--- src/assert_macros.svh ---
// assertion macros used by the parser rtl file
`ifndef ASSERT_MACROS_SVH
`define ASSERT_MACROS_SVH

// combinational check sampled on every rising clock edge outside reset
`define SVCB_ASSERT(name, clk, rst, expr) \
   name: assert property (@(posedge clk) disable iff (rst) (expr)) \
      else $error("svcb assertion failed");

// implication checked in the cycle after the condition
`define SVCB_ASSERT_NEXT(name, clk, rst, pre, post) \
   name: assert property (@(posedge clk) disable iff (rst) (pre) |=> (post)) \
      else $error("svcb assertion failed");

`endif

--- src/svcb_pve_pkg.sv ---
// shared types and constants of the svcb parameter value extractor
package svcb_pve_pkg;

   typedef struct packed {
      logic [7:0]  record_byte;
      logic [15:0] record_length;
   } req_type;

   typedef struct packed {
      logic [7:0] value_byte;
      logic [1:0] status;
      logic       last;
   } rsp_type;

   localparam logic [1:0] STATUS_VALUE = 2'd0;
   localparam logic [1:0] STATUS_EMPTY = 2'd1;
   localparam logic [1:0] STATUS_NONE  = 2'd2;

   localparam logic [7:0]  LABEL_FLAG_MASK  = 8'hc0;
   localparam logic [15:0] WANTED_KEY_RESET = 16'd5;

endpackage

--- src/svcb_param_value_extractor_unit.sv ---
// top level of the svcb parameter value extractor
// usage:
//   req_* carries one record-data byte per request with the record's total
//   length; a request is taken at a clock edge with req_valid high and
//   req_stall low.
//   rsp_* gives at most one result per request: a value byte (status 0),
//   found-empty (status 1) or none (status 2), with last on the terminal
//   result of each record; a result is taken when rsp_valid is high and
//   rsp_stall is low.
//   csr_write_enable/csr_write_data set the wanted parameter key (reset 5);
//   write it only while the block is idle.
// timing: one request per cycle sustained while rsp_stall is low; a request
//   is parsed out of the input register at the first edge at which the
//   result register can load, and its result is registered at that same
//   edge, where rsp_valid then rises. the parse logic between input and
//   result registers is combinational.
// stall: when rsp_stall holds a waiting result, the input register still
//   fills once, then req_stall rises until the result is taken.
// reset: synchronous, both registers empty, parser at the start of a record.
module svcb_param_value_extractor_unit (
   input  logic                  clock,
   input  logic                  reset,
   input  logic                  req_valid,
   output logic                  req_stall,
   input  svcb_pve_pkg::req_type req_data,
   output logic                  rsp_valid,
   input  logic                  rsp_stall,
   output svcb_pve_pkg::rsp_type rsp_data,
   input  logic                  csr_write_enable,
   input  logic [15:0]           csr_write_data
);
   import svcb_pve_pkg::*;

   logic [15:0] key_ff, key_in;
   logic        advance;
   logic        item_valid;
   req_type     item;
   logic        res_valid;
   rsp_type     res;

   assign key_in = csr_write_enable ? csr_write_data : key_ff;

   always_ff @(posedge clock) begin
      if (reset) begin
         key_ff <= WANTED_KEY_RESET;
      end else begin
         key_ff <= key_in;
      end
   end

   svcb_pve_in_stage u_in_stage (
      .clock      (clock),
      .reset      (reset),
      .req_valid  (req_valid),
      .req_stall  (req_stall),
      .req_data   (req_data),
      .advance    (advance),
      .item_valid (item_valid),
      .item       (item)
   );

   svcb_pve_parser u_parser (
      .clock      (clock),
      .reset      (reset),
      .fire       (item_valid && advance),
      .item       (item),
      .wanted_key (key_ff),
      .res_valid  (res_valid),
      .res        (res)
   );

   svcb_pve_out_stage u_out_stage (
      .clock      (clock),
      .reset      (reset),
      .load_valid (res_valid),
      .load_data  (res),
      .advance    (advance),
      .rsp_valid  (rsp_valid),
      .rsp_stall  (rsp_stall),
      .rsp_data   (rsp_data)
   );

endmodule

--- src/svcb_pve_in_stage.sv ---
// input register of the extractor, loads a request whenever it is not stalled
module svcb_pve_in_stage (
   input  logic                 clock,
   input  logic                 reset,
   input  logic                 req_valid,
   output logic                 req_stall,
   input  svcb_pve_pkg::req_type req_data,
   input  logic                 advance,
   output logic                 item_valid,
   output svcb_pve_pkg::req_type item
);
   import svcb_pve_pkg::*;

   logic    valid_ff, valid_in;
   req_type data_ff, data_in;

   assign req_stall = valid_ff && !advance;

   always_comb begin
      valid_in = valid_ff;
      data_in  = data_ff;
      if (!req_stall) begin
         valid_in = req_valid;
         data_in  = req_data;
      end
   end

   always_ff @(posedge clock) begin
      if (reset) begin
         valid_ff <= 1'b0;
      end else begin
         valid_ff <= valid_in;
      end
      data_ff <= data_in;
   end

   assign item_valid = valid_ff;
   assign item       = data_ff;

endmodule

--- src/svcb_pve_parser.sv ---
// record walker: per-byte state update and result decision
module svcb_pve_parser (
   input  logic                 clock,
   input  logic                 reset,
   input  logic                 fire,
   input  svcb_pve_pkg::req_type item,
   input  logic [15:0]          wanted_key,
   output logic                 res_valid,
   output svcb_pve_pkg::rsp_type res
);
   import svcb_pve_pkg::*;
   `include "assert_macros.svh"

   localparam logic [2:0] PH_PRIO     = 3'd0;
   localparam logic [2:0] PH_NAME_LEN = 3'd1;
   localparam logic [2:0] PH_LABEL    = 3'd2;
   localparam logic [2:0] PH_KEY_HI   = 3'd3;
   localparam logic [2:0] PH_KEY_LO   = 3'd4;
   localparam logic [2:0] PH_LEN_HI   = 3'd5;
   localparam logic [2:0] PH_LEN_LO   = 3'd6;
   localparam logic [2:0] PH_VALUE    = 3'd7;

   logic [15:0] pos_ff, pos_in;
   logic [2:0]  phase_ff, phase_in;
   logic [5:0]  label_ff, label_in;
   logic [7:0]  hold_ff, hold_in;
   logic [15:0] key_ff, key_in;
   logic [15:0] value_ff, value_in;
   logic        decided_ff, decided_in;

   logic [7:0]  b;
   logic [16:0] pos_next17;
   logic [16:0] len17;
   logic [15:0] vlen;
   logic [5:0]  label_dec;
   logic [15:0] value_dec;
   logic        key_match;
   logic        record_end;
   logic        label_overrun;
   logic        value_overrun;
   logic        give_none;

   assign b             = item.record_byte;
   assign len17         = {1'b0, item.record_length};
   assign pos_next17    = {1'b0, pos_ff} + 17'd1;
   assign vlen          = {hold_ff, b};
   assign label_dec     = (label_ff != 6'd0) ? label_ff - 6'd1 : label_ff;
   assign value_dec     = (value_ff != 16'd0) ? value_ff - 16'd1 : value_ff;
   assign key_match     = (key_ff == wanted_key);
   assign record_end    = (pos_next17 >= len17);
   assign label_overrun = ((pos_next17 + {9'd0, b}) > len17);
   assign value_overrun = ((pos_next17 + {1'b0, vlen}) > len17);

   always_comb begin
      pos_in     = pos_ff;
      phase_in   = phase_ff;
      label_in   = label_ff;
      hold_in    = hold_ff;
      key_in     = key_ff;
      value_in   = value_ff;
      decided_in = decided_ff;
      give_none  = 1'b0;
      res_valid  = 1'b0;
      res        = '{value_byte: 8'd0, status: STATUS_VALUE, last: 1'b0};
      if (fire) begin
         if (!decided_ff) begin
            case (phase_ff)
               PH_PRIO: begin
                  if (pos_ff == 16'd0) begin
                     hold_in = b;
                  end else if (vlen == 16'd0) begin
                     // priority zero is alias mode
                     give_none = 1'b1;
                  end else begin
                     phase_in = PH_NAME_LEN;
                  end
               end
               PH_NAME_LEN: begin
                  if (b == 8'd0) begin
                     phase_in = PH_KEY_HI;
                  end else if ((b & LABEL_FLAG_MASK) != 8'd0) begin
                     give_none = 1'b1;
                  end else if (label_overrun) begin
                     give_none = 1'b1;
                  end else begin
                     label_in = b[5:0];
                     phase_in = PH_LABEL;
                  end
               end
               PH_LABEL: begin
                  label_in = label_dec;
                  if (label_dec == 6'd0) begin
                     phase_in = PH_NAME_LEN;
                  end
               end
               PH_KEY_HI: begin
                  hold_in  = b;
                  phase_in = PH_KEY_LO;
               end
               PH_KEY_LO: begin
                  key_in   = vlen;
                  phase_in = PH_LEN_HI;
               end
               PH_LEN_HI: begin
                  hold_in  = b;
                  phase_in = PH_LEN_LO;
               end
               PH_LEN_LO: begin
                  if (value_overrun) begin
                     give_none = 1'b1;
                  end else if (vlen == 16'd0) begin
                     if (key_match) begin
                        res_valid  = 1'b1;
                        res        = '{value_byte: 8'd0, status: STATUS_EMPTY, last: 1'b1};
                        decided_in = 1'b1;
                     end else begin
                        phase_in = PH_KEY_HI;
                     end
                  end else begin
                     // hold now carries the match flag for the value walk
                     value_in = vlen;
                     hold_in  = key_match ? 8'd1 : 8'd0;
                     phase_in = PH_VALUE;
                  end
               end
               default: begin
                  value_in = value_dec;
                  if (hold_ff != 8'd0) begin
                     res_valid = 1'b1;
                     res       = '{value_byte: b, status: STATUS_VALUE,
                                   last: (value_dec == 16'd0)};
                     if (value_dec == 16'd0) begin
                        decided_in = 1'b1;
                     end
                  end else if (value_dec == 16'd0) begin
                     phase_in = PH_KEY_HI;
                  end
               end
            endcase
         end
         if (give_none) begin
            res_valid  = 1'b1;
            res        = '{value_byte: 8'd0, status: STATUS_NONE, last: 1'b1};
            decided_in = 1'b1;
         end
         if (record_end) begin
            // undecided record closes with none, also replacing a non-final value byte
            if (!decided_in) begin
               res_valid = 1'b1;
               res       = '{value_byte: 8'd0, status: STATUS_NONE, last: 1'b1};
            end
            pos_in     = 16'd0;
            phase_in   = PH_PRIO;
            label_in   = 6'd0;
            hold_in    = 8'd0;
            key_in     = 16'd0;
            value_in   = 16'd0;
            decided_in = 1'b0;
         end else begin
            pos_in = pos_ff + 16'd1;
         end
      end
   end

   always_ff @(posedge clock) begin
      if (reset) begin
         pos_ff     <= 16'd0;
         phase_ff   <= PH_PRIO;
         label_ff   <= 6'd0;
         hold_ff    <= 8'd0;
         key_ff     <= 16'd0;
         value_ff   <= 16'd0;
         decided_ff <= 1'b0;
      end else begin
         pos_ff     <= pos_in;
         phase_ff   <= phase_in;
         label_ff   <= label_in;
         hold_ff    <= hold_in;
         key_ff     <= key_in;
         value_ff   <= value_in;
         decided_ff <= decided_in;
      end
   end

   `SVCB_ASSERT(a_terminal_has_last, clock, reset,
      !(res_valid && res.status != STATUS_VALUE) || res.last)
   `SVCB_ASSERT(a_no_result_after_decision, clock, reset,
      !(fire && decided_ff) || !res_valid || res.status == STATUS_NONE)
   `SVCB_ASSERT(a_decided_is_silent, clock, reset,
      !(fire && decided_ff) || !res_valid || !record_end)
   `SVCB_ASSERT_NEXT(a_record_end_clears, clock, reset, fire && record_end,
      pos_ff == 16'd0 && phase_ff == PH_PRIO && !decided_ff)
   `SVCB_ASSERT(a_status_in_range, clock, reset,
      !res_valid || res.status == STATUS_VALUE || res.status == STATUS_EMPTY || res.status == STATUS_NONE)

endmodule

--- src/svcb_pve_out_stage.sv ---
// result register, loads whenever empty or being taken
module svcb_pve_out_stage (
   input  logic                 clock,
   input  logic                 reset,
   input  logic                 load_valid,
   input  svcb_pve_pkg::rsp_type load_data,
   output logic                 advance,
   output logic                 rsp_valid,
   input  logic                 rsp_stall,
   output svcb_pve_pkg::rsp_type rsp_data
);
   import svcb_pve_pkg::*;

   logic    valid_ff, valid_in;
   rsp_type data_ff, data_in;

   assign advance = !valid_ff || !rsp_stall;

   always_comb begin
      valid_in = valid_ff;
      data_in  = data_ff;
      if (advance) begin
         valid_in = load_valid;
         data_in  = load_data;
      end
   end

   always_ff @(posedge clock) begin
      if (reset) begin
         valid_ff <= 1'b0;
      end else begin
         valid_ff <= valid_in;
      end
      data_ff <= data_in;
   end

   assign rsp_valid = valid_ff;
   assign rsp_data  = data_ff;

endmodule
--- config.mk ---
export PLATFORM = sky130hd
export DESIGN_NAME = svcb_param_value_extractor_unit
export DESIGN_NICKNAME = d
export VERILOG_FILES = /design/src/svcb_pve_pkg.sv /design/src/svcb_param_value_extractor_unit.sv /design/src/svcb_pve_in_stage.sv /design/src/svcb_pve_parser.sv /design/src/svcb_pve_out_stage.sv
export VERILOG_INCLUDE_DIRS = /design/src /design/src/src
export SDC_FILE = /design/constraint.sdc
export NUM_CORES = 1
export LEC_CHECK = 0
export BUFFER_PORTS_ARGS = -buffer_cell sky130_fd_sc_hd__buf_2
export CORE_MARGIN = 4
export CORE_UTILIZATION = 40
export DETAILED_ROUTE_END_ITERATION = 8
export GPL_TIMING_DRIVEN = 0
export HOLD_SLACK_MARGIN = 0.12
export MAX_ROUTING_LAYER = met4
export PLACE_DENSITY_LB_ADDON = 0.3
export SYNTH_ARGS = -nofsm -noshare
export SYNTH_HDL_FRONTEND = slang
export SYNTH_SLANG_ARGS = --single-unit
--- constraint.sdc ---
create_clock -name clock -period 6.3 [get_ports clock]
set_clock_uncertainty 0.15 [all_clocks]
set_input_delay 0.315 -clock clock [delete_from_list [all_inputs] [get_ports clock]]
set_output_delay 0.315 -clock clock [all_outputs]
set_load 0.02 [all_outputs]
**Word level (Yosys, flattened, before mapping)**

Cells that the tools add are included.

- Add/sub/neg operators: 6
- Order comparisons: 3
- Equal/unequal tests: 22
- Muxes and demuxes: 73
- Reductions and logical operators: 27

Operators with widths:

| kind | count |
|---|---|
| $mux W16 | 9 |
| $mux W11 | 7 |
| $logic_not A16 Y1 | 3 |
| $mux W8 | 5 |
| $mux W3 | 13 |
| $mux W6 | 6 |
| $gt A17 B16 Y1 | 2 |
| $pmux W16 S2 | 1 |
| $mux W1 | 24 |
| $pmux W8 S3 | 1 |
| $pmux W11 S2 | 1 |
| $ne A3 B2 Y1 const B | 7 |
| $pmux W3 S7 | 1 |
| $add A16 B1 Y17 const B | 1 |
| $add A17 B16 Y17 | 1 |
| $add A17 B8 Y17 | 1 |
| $ge A17 B16 Y1 | 1 |
| $add A16 B1 Y16 const B | 1 |
| $eq A16 B16 Y1 | 1 |
| $reduce_bool A16 Y1 | 1 |
| $reduce_bool A8 Y1 | 2 |
| $sub A16 B1 Y16 const B | 1 |
| $pmux W6 S2 | 1 |
| $reduce_and A6 Y1 | 2 |
| 30 further kinds | 38 |

- Register bits after elaboration: 119
- Input bits: 45
- Output and inout bits: 13
- Logic and storage cells: 146

**Depth between registers and ports, before layout**

- Depth in word-level cells: 14
- Depth in mapped cells: 24

**Cells and area by module**

Synthesis repeated with hierarchy kept, for this count alone.

- Cells, all modules: 935
- Area, all modules: 8,031.5 sq um

By module, submodules not included:

| module | instances | cells an instance | area each (sq um) | seq. area each (sq um) |
|---|---|---|---|---|
| svcb_pve_parser | 1 | 838 | 6,308.6 | 1,321.3 |
| svcb_pve_in_stage | 1 | 29 | 770.7 | 740.7 |
| svcb_param_value_extractor_unit | 1 | 53 | 589.3 | 320.3 |
| svcb_pve_out_stage | 1 | 15 | 362.8 | 350.3 |

**Worst setup path after synthesis**

No wires, ideal clock.

- Path type: flip-flop to flip-flop
- From: reg u_parser.pos_ff[2]
- To: reg u_parser.value_ff[11]
- Setup time: 0.126 ns
- Data arrival time: 4.844 ns
- Setup slack: 1.180 ns
- Cell stages (with the launch flop): 24
- Path through: dfxtp_1 -> clkbuf_2 -> and4_1 -> clkbuf_1 -> nand4_1 -> xnor2_1 -> ha_1 -> a21oi_1 -> o211ai_1 -> a21oi_1 -> o21ai_0 -> a21o_1 -> a21oi_1 -> xnor2_1 -> ha_1 -> nand3_1 -> or4_1 -> o211ai_1 -> a41oi_1 -> o32a_1 -> buf_2 -> buf_2 -> o211ai_1 -> o21ai_0

- Cells in the longest elaborated chain, start to end: 5

Ends and longest elaborated chain:

| element | RTL line | source |
|---|---|---|
| from (decl) | svcb_pve_parser.sv:23 | `logic [15:0] pos_ff, pos_in;` |
| from (signal assigned) | svcb_pve_parser.sv:175 | `pos_ff <= pos_in;` |
| $add A16 B1 Y17 (*) | svcb_pve_parser.sv:45 | `assign pos_next17 = {1'b0, pos_ff} + 17'd1;` |
| $add A17 B16 Y17 | svcb_pve_parser.sv:52 | `assign value_overrun = ((pos_next17 + {1'b0, vlen}) > len17);` |
| $gt A17 B16 Y1 | svcb_pve_parser.sv:52 |  |
| $ne A3 B2 Y1 (no line) | n/a |  |
| $reduce_and A5 Y1 (no line) | n/a |  |
| to (signal assigned) | svcb_pve_parser.sv:180 | `value_ff <= value_in;` |
| to (decl) | svcb_pve_parser.sv:28 | `logic [15:0] value_ff, value_in;` |

Mark *: on every way between the ends. The rest lies on a longest branch, timed or not.
A chain may end at the register's enable or synchronous reset.

**Worst setup path in the final report**

- From: reg u_parser.pos_ff[0]
- To: reg u_parser.value_ff[11]

The elaborated chain is that of the path after synthesis.

==> impl_metrics.py <==
metrics = {
    "route": {
        "drc": 0,
        "wl_per_cell_um": 17.8,
        "dr.first_iter.drc_count": 685,
        "dr.pass1.iters": 5,
        "drt_wl_total_um": 23300,
        "viasPerCell": 5.67,
        "vias": 7417,
        "ant_nets": 0,
    },
    "finish": {
        "syn_to_final_growth_pct": 20.7,
        "n_antenna_cell": 0,
        "nets": 1140,
        "design_area_mm2": 0.00952,
        "fillCellCount": 1867,
        "layout_common_cells": "nor2_1, dfxtp_1, nand2_1",
        "final_common_cell": "nor2_1",
        "final_cell_count_no_fill": 1308,
        "drive_above_1_share": 0.112,
        "post-route-util": 0.489,
    },
    "clocking": {
        "path_clk_slew_ns": 0.06,
        "clockBufferDepth": 2,
        "cts_tree": "yes",
        "root_buffer": "clkbuf_16",
        "cts_made_buffers": 17,
        "clkSinkCount": 119,
        "htreeDepth": 4,
        "clk_latency_ns": 0.43,
    },
    "die": {
        "rows": 51,
        "die_height_um": 148,
        "ios": 58,
        "coreArea_mm2": 0.0195,
        "initial_utilization": 0.405,
        "dieArea_mm2": 0.0220,
        "die_x_um": 148,
    },
    "critical_path": {
        "cp-start-kind": "flip-flop",
        "arrival_ns": 6.17,
        "setup.worst_path.class": "flip-flop to flip-flop",
        "required_ns": 6.45,
        "critPathMaxStageDelay_ns": 0.52,
        "endpoint_kind": "flip-flop",
        "path_max_fanout": 10,
        "slowest_stage": "or4_1",
        "path_cells": "ha_1, nand3_1, nor2_1, xnor2_1, inv_1, ha_1, nand2_1, a21oi_1, a21oi_2, o21ai_0, a21o_1, a21oi_1, xnor2_1, ha_1, nand3_1, or4_1, o211ai_1, a41oi_2, o32a_1, buf_2, buf_2, o211ai_1, o21ai_0",
        "crit_top_cell": "ha_1",
        "crit_buf_inv": 3,
        "crit_family": "compound AO/OA/AOI/OAI gates",
    },
    "logic_synthesis": {
        "synth-warning-count": 0,
        "synth_seq_area_share": 0.346,
        "syn_inst": 916,
        "synth-seq-cells": 119,
        "ys_types": 74,
        "async_flop_share": 0,
        "synth_nets": 1026,
        "synthFlopType": "dfxtp_1",
        "synth_area_per_cell_um2": 8.61,
        "synth_edf_count": 35,
        "syn-cell-area_mm2": 0.00789,
    },
    "global_route": {
        "antenna_found_initial": 0,
        "grt_pass1_wl_um": 37200,
        "grtUsageTotal": 0.220,
        "overflow": 0,
        "grt_pass1_vias": 7039,
        "grt_max_degree": 26,
    },
    "placed_design": {
        "post-dp-hpwl_um": 16500,
        "placed_cells": 1236,
        "place_congestion": 0.924,
        "place_area_mm2": 0.00850,
        "portBuffers": 55,
    },
    "flow_run": {
        "drv_cap": 0,
    },
    "status": {
        "outcome": "complete, no violations",
    },
    "sta": {
        "finalHoldViolCount": 0,
        "fin_crit_sh": 0.956,
        "setup_viol": 0,
        "drv_slew": 0,
        "worst_hold_slack_ns": 0.218,
        "fmax_mhz": 166,
        "worst_pin_slew_ns": 0.790,
        "layout_min_cycle_time_ns": 6.03,
        "slew_headroom": 0.468,
    },
    "power": {
        "power_density_mw_per_mm2": 205,
        "ir_drop_uv": 176,
        "leakage_nw": 4.14,
        "total_power_w": 0.00195,
    },
    "worst_hold_path": {
        "min_path_type": "input port to flip-flop",
    },
}
-- area by class of cell --
class	instances	area [µm²]	area share
Multi-Input combinational cell	709	4860	0.510
Sequential cell	119	2730	0.287
Timing Repair Buffer	96	686	0.0720
Clock buffer	18	429	0.0451
Tap cell	265	332	0.0348
Buffer	48	205	0.0215
Inverter	39	146	0.0154
Clock inverter	14	134	0.0141
-- path summary, 6_finish.rpt --
| kind | slack [ns] | end | cells after the start | start |
|---|---|---|---|---|
| setup / recovery | 0.27 | u_parser.value_ff[11]$_SDFFE_PP0P_ | 23 | u_parser.pos_ff[0]$_SDFFE_PP0P_ |
| hold / removal | 0.22 | key_ff[4]$_SDFFE_PP0P_ | 3 | csr_write_enable |
| setup reg to reg | 0.27 | u_parser.value_ff[11]$_SDFFE_PP0P_ | 23 | u_parser.pos_ff[0]$_SDFFE_PP0P_ |
| hold reg to reg | 0.34 | key_ff[0]$_SDFFE_PP1P_ | 2 | key_ff[0]$_SDFFE_PP1P_ |
-- Yosys cell counts, drive strengths merged (20+ instances only) --
master | instances | area (µm²)
nor3 | 30 | 155
nor2 | 96 | 360
clkbuf | 35 | 134
inv | 39 | 146
xor2 | 30 | 263
dfxtp | 84 | 1680
edfxtp | 35 | 1050
xnor2 | 26 | 228
o21ai | 28 | 140
a21oi | 64 | 324
nand2 | 70 | 263
nor4 | 20 | 140
mux2i | 34 | 340
ha | 64 | 801
nand3 | 33 | 170
-- routing by layer --
layer	vias to the layer above	GRT usage	part of all wire
met5	-	-	0
met4	0	0.0679	0.018
met3	37	0.0390	0.066
met2	273	0.339	0.45
met1	3479	0.295	0.47
li1	3628	-	-
-- metrics by stage --
stage | worst slack [ns] | TNS [ns]
final | 0.274 | 0
after global routing | -0.00120 | -0.00120
after CTS | 0.117 | 0
after detailed placement | 0.181 | 0
after global placement | 0.160 | 0
after floorplan | 1.18 | 0
-- report_power, final --
part | internal (W) | total [W] | switching, W
Combinational | 0.0000840 | 0.000181 | 0.0000971
Clock | 0.000576 | 0.000940 | 0.000364
Sequential | 0.000806 | 0.000834 | 0.0000276
Total | 0.00147 | 0.00195 | 0.000489
-- worst register-to-register path: stages, from the launching register on --
cell and delay, ns:
dfxtp_1 0.44, ha_1 0.33, nand3_1 0.24, nor2_1 0.30
xnor2_1 0.25, inv_1 0.14, ha_1 0.35, nand2_1 0.10
a21oi_1 0.26, a21oi_2 0.13, o21ai_0 0.28, a21o_1 0.17
a21oi_1 0.07, xnor2_1 0.14, ha_1 0.30, nand3_1 0.10
or4_1 0.52, o211ai_1 0.18, a41oi_2 0.28, o32a_1 0.45
buf_2 0.22, buf_2 0.22, o211ai_1 0.18, o21ai_0 0.10
-- flip-flops by register name, indices dropped and copies added (netlist names) --
name and count:
u_in_stage.item 24, key_ff 16, u_parser.key_ff 16, u_parser.pos_ff 16, u_parser.value_ff 16, u_out_stage.rsp_data 11
u_parser.hold_ff 8, u_parser.label_ff 6, u_parser.phase_ff 3, u_in_stage.item_valid 1, u_out_stage.rsp_valid 1, u_parser.decided_ff 1
-- kinds of logic after synthesis --
| kind of cell | share of synthesized area |
|---|---|
| and+or+nand+nor | 0.222 |
| AOI/OAI and AO/OA | 0.177 |
| DFF | 0.346 |
| buffers and inverters | 0.0450 |
| adders and majority gates | 0.104 |
| xor gates and xnor gates | 0.0622 |
| muxes | 0.0431 |
-- timing repair --
item                                    in CTS  in global routing
buffers inserted                             0                  0
hold buffers                                41                  0
gates resized for setup                      0                  7
endpoints found under the hold margin       41                  0
endpoints found under the setup margin       0                 20
Note: power is estimated with default switching activity, not from simulation.
